## config.mk

```make
export PLATFORM = sky130hd
export DESIGN_NAME = slotted_servo_pulse_sequencer
export DESIGN_NICKNAME = d
export VERILOG_FILES = /design/src/hw/rtl/ssps_pkg.sv /design/src/hw/rtl/ssps_in_stage.sv /design/src/hw/rtl/ssps_core.sv /design/src/hw/rtl/ssps_out_stage.sv /design/src/hw/rtl/slotted_servo_pulse_sequencer.sv
export VERILOG_INCLUDE_DIRS = /design/src /design/src/hw/rtl
export SDC_FILE = /design/constraint.sdc
export NUM_CORES = 1
export LEC_CHECK = 0
export BUFFER_PORTS_ARGS = -buffer_cell sky130_fd_sc_hd__buf_2
export CAP_MARGIN = 15
export CORE_MARGIN = 2
export CORE_UTILIZATION = 45
export DETAILED_ROUTE_END_ITERATION = 6
export GPL_TIMING_DRIVEN = 0
export PLACE_DENSITY = 0.7
export SYNTH_ARGS = -nofsm -noshare
export SYNTH_HDL_FRONTEND = slang
export SYNTH_HIERARCHICAL = 1
export SYNTH_SLANG_ARGS = --single-unit
```

## constraint.sdc

```tcl
create_clock -name clock -period 7.2 [get_ports clock]
set_input_delay 1.08 -clock clock [delete_from_list [all_inputs] [get_ports clock]]
set_output_delay 1.08 -clock clock [all_outputs]
set_load 0.01 [all_outputs]
```

## src/hw/rtl/slotted_servo_pulse_sequencer_defines.svh

```systemverilog
// ----------------------------------------------------------------------------
// Servo sequencer assertion macros
// Shared concurrent assertion forms for the servo pulse sequencer.
// ----------------------------------------------------------------------------
`ifndef SLOTTED_SERVO_PULSE_SEQUENCER_DEFINES_SVH
`define SLOTTED_SERVO_PULSE_SEQUENCER_DEFINES_SVH

// Same-cycle implication, disabled in reset
`define SSPS_ASSERT_NOW(label, clk, rst, ante, cons, msg) \
   label: assert property (@(posedge clk) disable iff (rst) (ante) |-> (cons)) \
      else $error(msg);

// Next-cycle implication, disabled in reset
`define SSPS_ASSERT_NEXT(label, clk, rst, ante, cons, msg) \
   label: assert property (@(posedge clk) disable iff (rst) (ante) |=> (cons)) \
      else $error(msg);

`endif

```

## src/hw/rtl/ssps_pkg.sv

```systemverilog
// ----------------------------------------------------------------------------
// Servo sequencer package
// Types, register indexes and reset values shared by the sequencer modules.
// ----------------------------------------------------------------------------
package ssps_pkg;

   localparam int unsigned SERVO_COUNT_DEF = 16;

   localparam int unsigned CSR_IDX_W  = 2;
   localparam int unsigned CSR_DATA_W = 32;

   localparam logic [CSR_IDX_W-1:0] CSR_SLOT_PERIOD = 2'd0;
   localparam logic [CSR_IDX_W-1:0] CSR_MIN_PULSE   = 2'd1;
   localparam logic [CSR_IDX_W-1:0] CSR_SLOT_MAP    = 2'd2;

   localparam logic [15:0] SLOT_PERIOD_RST = 16'd1513;
   localparam logic [15:0] MIN_PULSE_RST   = 16'd0;
   localparam logic [31:0] SLOT_MAP_RST    = 32'h0098_7531;

   localparam logic OP_EVENT = 1'b0;
   localparam logic OP_SET   = 1'b1;

   typedef struct packed {
      logic        operation;
      logic [3:0]  servo_number;
      logic [14:0] pulse_value;
   } req_type;

   typedef struct packed {
      logic [15:0] pin_state;
      logic [15:0] next_duration;
      logic [7:0]  frame_count;
      logic        duty_valid;
      logic [1:0]  duty_channel;
      logic [15:0] duty_word;
   } res_type;

endpackage

```

## src/hw/rtl/ssps_in_stage.sv

```systemverilog
// ----------------------------------------------------------------------------
// Servo sequencer input register
// Holds one accepted request until the core can process it.
// ----------------------------------------------------------------------------
module ssps_in_stage
   import ssps_pkg::*;
(
   input  logic    clock,
   input  logic    reset,
   input  logic    in_valid,
   output logic    in_ready,
   input  req_type in_item,
   input  logic    down_ready,
   output logic    fire,
   output req_type item
);

   logic    valid_ff;
   logic    valid_in;
   req_type item_ff;

   assign fire     = valid_ff && down_ready;
   assign in_ready = !valid_ff || down_ready;
   assign valid_in = (in_valid && in_ready) || (valid_ff && !down_ready);
   assign item     = item_ff;

   always_ff @(posedge clock) begin
      if (reset) begin
         valid_ff <= 1'b0;
      end else begin
         valid_ff <= valid_in;
      end
      if (in_valid && in_ready) begin
         item_ff <= in_item;
      end
   end

endmodule

```

## src/hw/rtl/ssps_core.sv

```systemverilog
// ----------------------------------------------------------------------------
// Servo sequencer core
// Configuration registers, servo time buffers and slot state; computes the
// result of one request combinationally and updates state on fire.
// ----------------------------------------------------------------------------
module ssps_core
   import ssps_pkg::*;
#(
   parameter int unsigned SERVO_COUNT = SERVO_COUNT_DEF
) (
   input  logic                  clock,
   input  logic                  reset,
   input  logic                  csr_we,
   input  logic [CSR_IDX_W-1:0]  csr_index,
   input  logic [CSR_DATA_W-1:0] csr_wdata,
   input  logic                  fire,
   input  req_type               item,
   output res_type               res
);

   localparam int unsigned IDX_W = $clog2(SERVO_COUNT);

   logic [15:0] slot_period_ff;
   logic [15:0] min_pulse_ff;
   logic [31:0] slot_map_ff;

   logic [15:0] active_time_ff  [SERVO_COUNT];
   logic [15:0] pending_time_ff [SERVO_COUNT];
   logic        pending_flag_ff [SERVO_COUNT];
   logic [2:0]  slot_index_ff;
   logic        pulse_high_ff;
   logic [7:0]  frame_counter_ff;
   logic [15:0] pin_levels_ff;

   logic [2:0]  slot_index_in;
   logic        pulse_high_in;
   logic [7:0]  frame_counter_in;
   logic [15:0] pin_levels_in;

   // set path
   logic [16:0]      sum;
   logic [15:0]      set_time;
   logic             set_ok;
   logic [IDX_W-1:0] set_idx;
   logic             duty_servo;

   // event path
   logic [3:0]       map_nib;
   logic             slot_used;
   logic [IDX_W-1:0] slot_idx;
   logic             load;
   logic [15:0]      tm;
   logic [15:0]      low_time;
   logic             advance;

   always_comb begin
      sum        = {1'b0, 1'b0, item.pulse_value} + {1'b0, min_pulse_ff};
      set_time   = (item.pulse_value == 15'd0) ? 16'd0 :
                   (sum[16] ? 16'hFFFF : sum[15:0]);
      set_ok     = ({1'b0, item.servo_number} < 5'(SERVO_COUNT));
      set_idx    = item.servo_number[IDX_W-1:0];
      duty_servo = !item.servo_number[3] && !item.servo_number[0];

      map_nib   = 4'(slot_map_ff >> {slot_index_ff, 2'b00});
      slot_used = (map_nib != 4'd0) && ({1'b0, map_nib} < 5'(SERVO_COUNT));
      slot_idx  = map_nib[IDX_W-1:0];
      load      = slot_used && !pulse_high_ff && pending_flag_ff[slot_idx];
      tm        = !slot_used ? 16'd0 :
                  (load ? pending_time_ff[slot_idx] : active_time_ff[slot_idx]);
      low_time  = (slot_period_ff > tm) ? (slot_period_ff - tm) : 16'd0;

      slot_index_in    = slot_index_ff;
      pulse_high_in    = pulse_high_ff;
      frame_counter_in = frame_counter_ff;
      pin_levels_in    = pin_levels_ff;
      advance          = 1'b0;

      res.next_duration = 16'd0;
      res.duty_valid    = 1'b0;
      res.duty_channel  = 2'd0;
      res.duty_word     = 16'd0;

      if (item.operation == OP_SET) begin
         if (duty_servo) begin
            res.duty_valid   = 1'b1;
            res.duty_channel = item.servo_number[2:1];
            res.duty_word    = set_time[15] ? 16'hFFFF : {set_time[14:0], 1'b0};
         end
      end else begin
         if (tm != 16'd0) begin
            pulse_high_in = !pulse_high_ff;
            pin_levels_in = pulse_high_ff ? 16'd0 : (16'd1 << map_nib);
         end else begin
            // empty slot or zero time: any running pulse ends here
            pulse_high_in = 1'b0;
            pin_levels_in = pulse_high_ff ? 16'd0 : pin_levels_ff;
         end
         if (pulse_high_in) begin
            res.next_duration = tm;
         end else begin
            res.next_duration = low_time;
            advance           = 1'b1;
         end
      end

      if (advance) begin
         slot_index_in = slot_index_ff + 3'd1;
         if (slot_index_ff == 3'd7) begin
            frame_counter_in = frame_counter_ff + 8'd1;
         end
      end

      res.pin_state   = pin_levels_in;
      res.frame_count = frame_counter_in;
   end

   always_ff @(posedge clock) begin
      if (reset) begin
         slot_period_ff   <= SLOT_PERIOD_RST;
         min_pulse_ff     <= MIN_PULSE_RST;
         slot_map_ff      <= SLOT_MAP_RST;
         slot_index_ff    <= 3'd0;
         pulse_high_ff    <= 1'b0;
         frame_counter_ff <= 8'd0;
         pin_levels_ff    <= 16'd0;
         for (int i = 0; i < SERVO_COUNT; i++) begin
            active_time_ff[i]  <= 16'd0;
            pending_time_ff[i] <= 16'd0;
            pending_flag_ff[i] <= 1'b0;
         end
      end else begin
         if (csr_we) begin
            unique case (csr_index)
               CSR_SLOT_PERIOD: slot_period_ff <= csr_wdata[15:0];
               CSR_MIN_PULSE:   min_pulse_ff   <= csr_wdata[15:0];
               CSR_SLOT_MAP:    slot_map_ff    <= csr_wdata;
               default: ;
            endcase
         end
         if (fire) begin
            slot_index_ff    <= slot_index_in;
            pulse_high_ff    <= pulse_high_in;
            frame_counter_ff <= frame_counter_in;
            pin_levels_ff    <= pin_levels_in;
            if (item.operation == OP_SET) begin
               if (set_ok) begin
                  pending_time_ff[set_idx] <= set_time;
                  pending_flag_ff[set_idx] <= 1'b1;
               end
            end else if (load) begin
               active_time_ff[slot_idx]  <= pending_time_ff[slot_idx];
               pending_flag_ff[slot_idx] <= 1'b0;
            end
         end
      end
   end

endmodule

```

## src/hw/rtl/ssps_out_stage.sv

```systemverilog
// ----------------------------------------------------------------------------
// Servo sequencer result register
// Holds one result until the downstream side takes it.
// ----------------------------------------------------------------------------
module ssps_out_stage
   import ssps_pkg::*;
(
   input  logic    clock,
   input  logic    reset,
   input  logic    load,
   input  res_type res_in,
   output logic    up_ready,
   output logic    out_valid,
   input  logic    out_ready,
   output res_type res_out
);

   logic    valid_ff;
   logic    valid_in;
   res_type res_ff;

   assign up_ready  = !valid_ff || out_ready;
   assign valid_in  = load || (valid_ff && !out_ready);
   assign out_valid = valid_ff;
   assign res_out   = res_ff;

   always_ff @(posedge clock) begin
      if (reset) begin
         valid_ff <= 1'b0;
      end else begin
         valid_ff <= valid_in;
      end
      if (load) begin
         res_ff <= res_in;
      end
   end

endmodule

```

## src/hw/rtl/slotted_servo_pulse_sequencer.sv

```systemverilog
// ----------------------------------------------------------------------------
// Slotted servo pulse sequencer
// Time-multiplexed servo pulse generator with double-buffered servo times.
// ----------------------------------------------------------------------------
// A request is held in the input register until the result register can
// accept its result; the core works out that result in a single pass, and it
// is captured in the result register when the request fires, then offered
// on rsp until taken. A new request is taken every cycle while the result side
// keeps up. The request kind (tuser) selects a timer expiry event, which steps
// the slot pulse and reports the next timer load, or a servo time write, which
// fills the pending buffer and may give a PWM duty word. Registers are written
// through csr_*; the user must write them only while the block is idle, which
// the block itself does not enforce.
`include "slotted_servo_pulse_sequencer_defines.svh"

module slotted_servo_pulse_sequencer
   import ssps_pkg::*;
#(
   parameter int unsigned SERVO_COUNT = SERVO_COUNT_DEF
) (
   input  logic                  clock,
   input  logic                  reset,
   input  logic                  req_tvalid,
   output logic                  req_tready,
   input  logic [23:0]           req_tdata,  // servo_number[3:0], pulse_value[18:4]
   input  logic                  req_tuser,  // operation
   output logic                  rsp_tvalid,
   input  logic                  rsp_tready,
   output logic [63:0]           rsp_tdata,  // pin_state[15:0], next_duration[31:16],
                                             // frame_count[39:32], duty_channel[41:40],
                                             // duty_word[57:42]
   output logic                  rsp_tuser,  // duty_valid
   input  logic                  csr_we,
   input  logic [CSR_IDX_W-1:0]  csr_index,
   input  logic [CSR_DATA_W-1:0] csr_wdata
);

   req_type in_item;
   req_type item;
   res_type res;
   res_type res_out;
   logic    fire;
   logic    up_ready;

   assign in_item.operation    = req_tuser;
   assign in_item.servo_number = req_tdata[3:0];
   assign in_item.pulse_value  = req_tdata[18:4];

   ssps_in_stage u_in (
      .clock      (clock),
      .reset      (reset),
      .in_valid   (req_tvalid),
      .in_ready   (req_tready),
      .in_item    (in_item),
      .down_ready (up_ready),
      .fire       (fire),
      .item       (item)
   );

   ssps_core #(
      .SERVO_COUNT (SERVO_COUNT)
   ) u_core (
      .clock     (clock),
      .reset     (reset),
      .csr_we    (csr_we),
      .csr_index (csr_index),
      .csr_wdata (csr_wdata),
      .fire      (fire),
      .item      (item),
      .res       (res)
   );

   ssps_out_stage u_out (
      .clock     (clock),
      .reset     (reset),
      .load      (fire),
      .res_in    (res),
      .up_ready  (up_ready),
      .out_valid (rsp_tvalid),
      .out_ready (rsp_tready),
      .res_out   (res_out)
   );

   assign rsp_tdata = {6'd0, res_out.duty_word, res_out.duty_channel,
                       res_out.frame_count, res_out.next_duration, res_out.pin_state};
   assign rsp_tuser = res_out.duty_valid;

   `SSPS_ASSERT_NOW(a_one_pin, clock, reset, rsp_tvalid, $onehot0(res_out.pin_state),
      "more than one servo pin high")
   `SSPS_ASSERT_NOW(a_duty_no_timer, clock, reset, rsp_tvalid && rsp_tuser,
      res_out.next_duration == 16'd0, "duty result carries a timer load")
   `SSPS_ASSERT_NOW(a_duty_quiet, clock, reset, rsp_tvalid && !rsp_tuser,
      res_out.duty_word == 16'd0 && res_out.duty_channel == 2'd0,
      "duty fields set without a duty write")
   `SSPS_ASSERT_NEXT(a_result_follows, clock, reset, fire, rsp_tvalid,
      "processed request left no result")

endmodule
```

## Word level (Yosys, flattened, before mapping)

Memory sizes are Yosys's and may differ from the RTL's.
Index checks and enable logic that the tools add are counted.

| storage, ports and cells | value |
|---|---|
| register bits after elaboration | 173 |
| bits in writable memories | 528 |
| input bits | 64 |
| output and inout bits | 67 |
| memories kept | 3 |

| cells by class | value |
|---|---|
| add/sub/neg operators | 4 |
| magnitude comparators | 1 |
| eq/ne operators | 3 |
| shifts and indexed selects | 2 |
| mux-type cells | 41 |
| bitwise operators | 1 |
| reductions and logical operators | 32 |

Memory list:

| name | words | width | read ports | clocked after memory_dff | wr ports | line | RTL |
|---|---|---|---|---|---|---|---|
| u_core.active_time_ff | 16 | 16 | 1 | 0 | 16 | ssps_core.sv:27 | `logic [15:0] active_time_ff [SERVO_COUNT];` |
| u_core.pending_time_ff | 16 | 16 | 1 | 0 | 16 | ssps_core.sv:28 | `logic [15:0] pending_time_ff [SERVO_COUNT];` |
| u_core.pending_flag_ff | 16 | 1 | 1 | 0 | 16 | ssps_core.sv:29 | `logic pending_flag_ff [SERVO_COUNT];` |

Operators with widths:

| operator | count |
|---|---|
| $mux 16 | 13 |
| $reduce_or 16->1 | 2 |
| $shr 32x5->4 | 1 |
| $mux 1 | 21 |
| $mux 19 | 1 |
| $add 15x16->17 | 1 |
| $gt 16x16->1 | 1 |
| $mux 4 | 4 |
| $mux 8 | 2 |
| $reduce_bool 16->1 | 1 |
| $shl 1x4->16 const A | 1 |
| $sub 16x16->16 | 1 |
| $logic_not 15->1 | 1 |
| $reduce_and 2->1 | 6 |
| $add 8x1->8 const B | 1 |
| $logic_and 1x1->1 | 7 |
| $logic_not 1->1 | 7 |
| $logic_or 1x1->1 | 4 |
| $reduce_bool 4->1 | 1 |
| $add 3x1->3 const B | 1 |
| $eq 3x3->1 const B | 1 |
| $eq 2x1->1 const B | 1 |
| $eq 2x2->1 const B | 1 |
| $logic_not 2->1 | 1 |
| other kinds (2) | 3 |

## Longest topological paths before layout

| logic depth | value |
|---|---|
| word-level depth | 12 |
| depth in mapped cells | 29 |
| mapped depth without buffers | 23 |

## By module

The synthesis kept the hierarchy.

Modules (own cells, without submodules):

| module | instances | cells an instance | area an instance (sq um) | sequential area each (sq um) |
|---|---|---|---|---|
| ssps_core | 1 | 2793 | 30265.3 | 17666.9 |
| ssps_out_stage | 1 | 63 | 1818.0 | 1791.7 |
| ssps_in_stage | 1 | 26 | 663.1 | 620.6 |
| slotted_servo_pulse_sequencer | 1 | 7 | 48.8 | 0.0 |

## Worst setup path after synthesis

Ideal clock, no wire load.

| timing path | value |
|---|---|
| kind | register to register |
| from | reg u_core.slot_index_ff[1] |
| to | reg u_out.res_ff (netlist bit u_out/res_out[33]) (data pin) |
| library setup time | 147 ps |
| data arrival time | 5729 ps |
| required time | 7053 ps |
| setup slack | 1324 ps |
| stages on the path, launching flop included | 28 |
| buffers on the path | 5 |
| path through | dfxtp_1 buf_4 mux4_2 mux2_2 a21oi_1 clkbuf_1 o211ai_1 o211ai_1 or2_2 clkbuf_1 clkbuf_1 nor2_1 a21oi_1 nor2_1 ha_1 fa_1 nand3b_1 a21boi_0 o21ai_0 a21boi_0 o21a_1 o21ai_0 a21oi_1 o21ai_0 a21oi_1 clkbuf_1 o221ai_1 a21oi_1 |

| between the ends | value |
|---|---|
| longest elaborated chain between the ends | 10 |
| elaborated cells on any way between the ends | 16 |
| those cells by class | add/sub: 1; order compare: 1; shift: 1; mux: 6; reduce/logical: 4; memory: 3 |

RTL lines:

| element | line | RTL |
|---|---|---|
| start, declared | ssps_core.sv:30 | `logic [2:0] slot_index_ff;` |
| start signal, assigned | ssps_core.sv:141 | `slot_index_ff <= slot_index_in;` |
| $shr 32x5->4 * | ssps_core.sv:64 | `map_nib = 4'(slot_map_ff >> {slot_index_ff, 2'b00});` |
| branches (longest 4 deep; another with $mem_v2 16x1) | n/a |  |
| $mux 16 * | ssps_core.sv:68 | `tm = !slot_used ? 16'd0 :` |
| branches (longest 3 deep; another with $sub 16x16->16) | n/a |  |
| $mux 16 * | ssps_core.sv:98 | `if (pulse_high_in) begin` |
| end signal, assigned | ssps_out_stage.sv:34 | `res_ff <= res_in;` |
| end, declared | ssps_out_stage.sv:20 | `res_type res_ff;` |

Every way passes the cells marked *. The select of a mux whose other input is x is not followed.
A chain may end at the register's enable or synchronous reset.

## Worst setup path after layout

| timing path | value |
|---|---|
| from | reg u_core.slot_index_ff[0] |
| to | reg u_out.res_ff (netlist bit u_out/res_out[35]) (data pin) |

Same word-level chain as after synthesis.

==> results.rst <==
.. list-table::
   :header-rows: 1

   * - Metric
     - Value
   * - Largest cells by area after synthesis
     - sky130_fd_sc_hd__edfxtp_1, sky130_fd_sc_hd__nor2_1, sky130_fd_sc_hd__mux2i_1
   * - RSZ-0062 raised after global routing
     - false
   * - Primary flip-flop cell chosen by synthesis mapping
     - sky130_fd_sc_hd__edfxtp_1
   * - Mean post-synth cell area
     - 11.4 um^2
   * - Setup tns final
     - 0 ps
   * - CTS Buf Count
     - 73
   * - Final Max Tran Viols
     - 0
   * - Number of antenna-violating nets in the routed design
     - 0
   * - Total of flip-flops plus latches after synthesis
     - 700
   * - Die Y
     - 274 um
   * - Number of remaining DRC errors
     - 0
   * - Number of DRC markers after the initial detailed-route iteration
     - 3528
   * - Final Hold Vio Count
     - 0
   * - Final Core Density
     - 51.8%
   * - Final RePlAce weighted congestion
     - 0.963
   * - Final count of negative-setup-slack endpoints
     - 0
   * - Status
     - completed
   * - Lkg Pwr
     - 14.7 nW
   * - Number of primary I/O pins
     - 131
   * - Number of global-route vias before repair
     - 23300
   * - Placement Rows
     - 98
   * - Wirelength per Cell
     - 25.2 um
   * - Largest fanout on the critical path
     - 10
   * - Register-to-Register Setup Slack
     - 280 ps
   * - Maximum number of pins on one net before global-route repair
     - 64
   * - Starting Density
     - 45.6%
   * - Proportion of synthesized flip-flops having asynchronous set or reset
     - 0%
   * - Top cell type's share of synthesized area
     - 55.5%
   * - CP peak stage delay
     - 600 ps
   * - Worst-Margin Slew
     - 1290 ps
   * - Overall overflow remaining after global route
     - 0
   * - Number of library cell types mapped by synthesis
     - 82
   * - Cell accounting for the most synthesized area
     - sky130_fd_sc_hd__edfxtp_1
   * - Clock skew after layout
     - 21.7 ps
   * - Estimated wirelength of the detail-placed design
     - 71000 um
   * - Antenna violations before repair
     - 2
   * - Maximum buffer depth of the clock tree
     - 3
   * - Post-route total power
     - 9.36 mW
   * - Overall Global Routing Usage
     - 27.3%
   * - Top library cells by usage in the layout, fill and taps aside
     - sky130_fd_sc_hd__edfxtp_1, sky130_fd_sc_hd__nor2_1, sky130_fd_sc_hd__nand2_1, sky130_fd_sc_hd__mux2i_1, sky130_fd_sc_hd__clkbuf_1
   * - CP Launch Type
     - flip-flop
   * - Die ar.
     - 75100 um^2
   * - Post-cts hold buffer count
     - 0
   * - Sequential element share of the synthesized area
     - 61.2%
   * - Critical-path top delay cell
     - sky130_fd_sc_hd__mux4_2
   * - Data required time at the worst endpoint
     - 7600 ps
   * - Crit. End Element
     - flip-flop
   * - Most frequent standard cell in the layout excluding fill and tap cells
     - sky130_fd_sc_hd__edfxtp_1
   * - # port buffers
     - 119
   * - Warnings, synthesis
     - 6
   * - Total power density per cell area
     - 252 nW/um^2
   * - Layout net count
     - 3217
   * - Peak supply drop
     - 0.000198 V
   * - Total inserted antenna cells
     - 0
   * - Clk root buf
     - sky130_fd_sc_hd__clkbuf_16
   * - Layout cell share with drive strength beyond 1
     - 13.2%
   * - Arr. time, crit path
     - 7320 ps
   * - Global-route wire length before repair
     - 150000 um
   * - Worst slew margin relative to its limit
     - 13.3%
   * - Critical path class
     - flip-flop to flip-flop
   * - Insertion delay to the later sink of the worst-skew pair
     - 620 ps
   * - Total routed wirelength
     - 104000 um
   * - Synth Instances
     - 2889
   * - Max Cap Viol
     - 0
   * - Core ar.
     - 71900 um^2
   * - Total number of clock tree sinks
     - 700
   * - Routed vias/inst
     - 6.00
   * - Class of the worst hold path
     - flip-flop to flip-flop
   * - DR pass1 iterations
     - 6
   * - Highest Clock Rate
     - 0.144 GHz
   * - Number of enable flip-flop cells after synthesis
     - 606
   * - Die width
     - 274 um
   * - Area growth syn-to-layout
     - 13.4%
   * - TritonCTS clock tree
     - done
   * - Clock slew seen by the registers of the worst setup and hold paths
     - 60 ps
   * - Mapped Area
     - 32800 um^2
   * - Final period util
     - 96.1%
   * - Shortest clock period the worst path allows after layout
     - 6920 ps
   * - Vias after detailed routing
     - 24700
   * - Count of H-tree levels built during CTS
     - 3
==> state kept, by name, summed over array words and instances (netlist names) <==
signal	cells
u_core/active_time_ff	256
u_core/min_pulse_ff	16
u_out/out_valid	1
u_core/frame_counter_ff	8
u_core/slot_period_ff	16
u_core/pulse_high_ff	1
u_out/res_out	59
u_core/slot_index_ff	3
u_in/item	20
u_core/pending_flag_ff	15
u_core/pin_levels_ff	16
u_in/valid_ff	1
u_core/slot_map_ff	32
u_core/pending_time_ff	256
==> synth_stat cells, types with 8 or more instances <==
cell type                  instances
sky130_fd_sc_hd__mux2i_1         190
sky130_fd_sc_hd__dfxtp_1          94
sky130_fd_sc_hd__o21bai_1         16
sky130_fd_sc_hd__ha_1             35
sky130_fd_sc_hd__nand3b_1         24
sky130_fd_sc_hd__nand2b_1         30
sky130_fd_sc_hd__buf_1             8
sky130_fd_sc_hd__mux2_2           11
sky130_fd_sc_hd__a21o_1            9
sky130_fd_sc_hd__mux4_2           28
sky130_fd_sc_hd__xnor2_1          22
sky130_fd_sc_hd__buf_4            17
sky130_fd_sc_hd__nor3b_1          16
sky130_fd_sc_hd__or2_2            24
sky130_fd_sc_hd__a22o_1           12
sky130_fd_sc_hd__a21boi_0         11
sky130_fd_sc_hd__a211oi_1         50
sky130_fd_sc_hd__a21oi_1         115
sky130_fd_sc_hd__nor3_1           26
sky130_fd_sc_hd__edfxtp_1        606
sky130_fd_sc_hd__nand3_1         102
sky130_fd_sc_hd__and3_1           26
sky130_fd_sc_hd__o22ai_1           9
sky130_fd_sc_hd__a32oi_1          15
sky130_fd_sc_hd__inv_1            27
sky130_fd_sc_hd__buf_6            15
sky130_fd_sc_hd__nor2_1          565
sky130_fd_sc_hd__nand2_1         356
sky130_fd_sc_hd__or3_1            20
sky130_fd_sc_hd__clkbuf_1        149
sky130_fd_sc_hd__nor2b_1          14
sky130_fd_sc_hd__and2_1           33
sky130_fd_sc_hd__buf_2            37
sky130_fd_sc_hd__o211ai_1         19
sky130_fd_sc_hd__o31ai_1           8
sky130_fd_sc_hd__a221o_1          11
sky130_fd_sc_hd__o21ai_0          35
==> worst paths after layout <==
| path | start | end | depth (start not counted) |
|---|---|---|---|
| max reg2reg | u_core/slot_index_ff[0] | u_out/res_out[35] | 25 |
| min reg2reg | u_core/slot_map_ff[17] | u_core/slot_map_ff[17] | 2 |
| max | u_core/slot_index_ff[0] | u_out/res_out[35] | 25 |
| min | u_core/slot_map_ff[17] | u_core/slot_map_ff[17] | 2 |
==> critical path: cells and delay by family, from the launching register on <==
kind | cells | cell delay [ps]
adders and majority gates | 2 | 670
muxes | 2 | 960
AOI/OAI and AO/OA | 10 | 1780
buffers and inverters | 7 | 2040
and+or+nand+nor | 4 | 840
DFF | 1 | 380
==> logic make-up after synthesis <==
logic type,count (synthesis),synth area share (%)
other,2,0.0229
XOR/XNOR,28,0.748
adder cells (fa/ha/maj),37,1.46
buffers and inverters,254,3.59
multiplexers,233,8.27
flip-flops,700,61.2
AND/OR/NAND/NOR,1269,17.0
AO/OA/AOI/OAI,366,7.70
==> routing by layer <==
| metal | part of all wire (%) | track usage [%] | vias up |
|---|---|---|---|
| met4 | 3.5 | 9.64 | 0 |
| met1 | 40 | 37.7 | 12200 |
| met2 | 46 | 43.0 | 1544 |
| met5 | 0 | 0 | - |
| li1 | - | - | 10800 |
| met3 | 11 | 5.46 | 229 |
==> cell type report <==
class / count / area, um^2
inverters: 27 / 101
repair buffers: 136 / 759
flip-flops and latches: 700 / 20100
fillers: 6448 / 34700
multi-input cells: 1955 / 11700
well taps: 950 / 1190
plain buffers: 223 / 1100
clock buffers: 99 / 2010
clock inverters: 31 / 243
==> power breakdown <==
group / internal (mW) / switching, mW / leakage [nW]
combinational: 0.340 / 0.791 / 6.63
clock: 2.06 / 1.56 / 1.10
sequential: 4.55 / 0.0505 / 6.97
==> repair_timing <==
| action | CTS | global route |
|---|---|---|
| pin swaps | 0 | 1 |
| gates resized for setup | 14 | 28 |
| setup endpoints to repair | 16 | 13 |
| setup buffers | 0 | 4 |
==> per-stage QoR <==
step           worst slack, ps  cell area [um^2]  hold WS [ps]  instances
2_1_floorplan             1320             32900           422       2909
3_3_place_gp             -1050             34700           436       3978
3_5_place_dp              -974             34800           443       3986
4_1_cts                   5.19             37000           455       4113
5_1_grt                   10.9             37200           476       4121
6_report                   279             37200           455       4121
(Power assumes the default switching activity.)
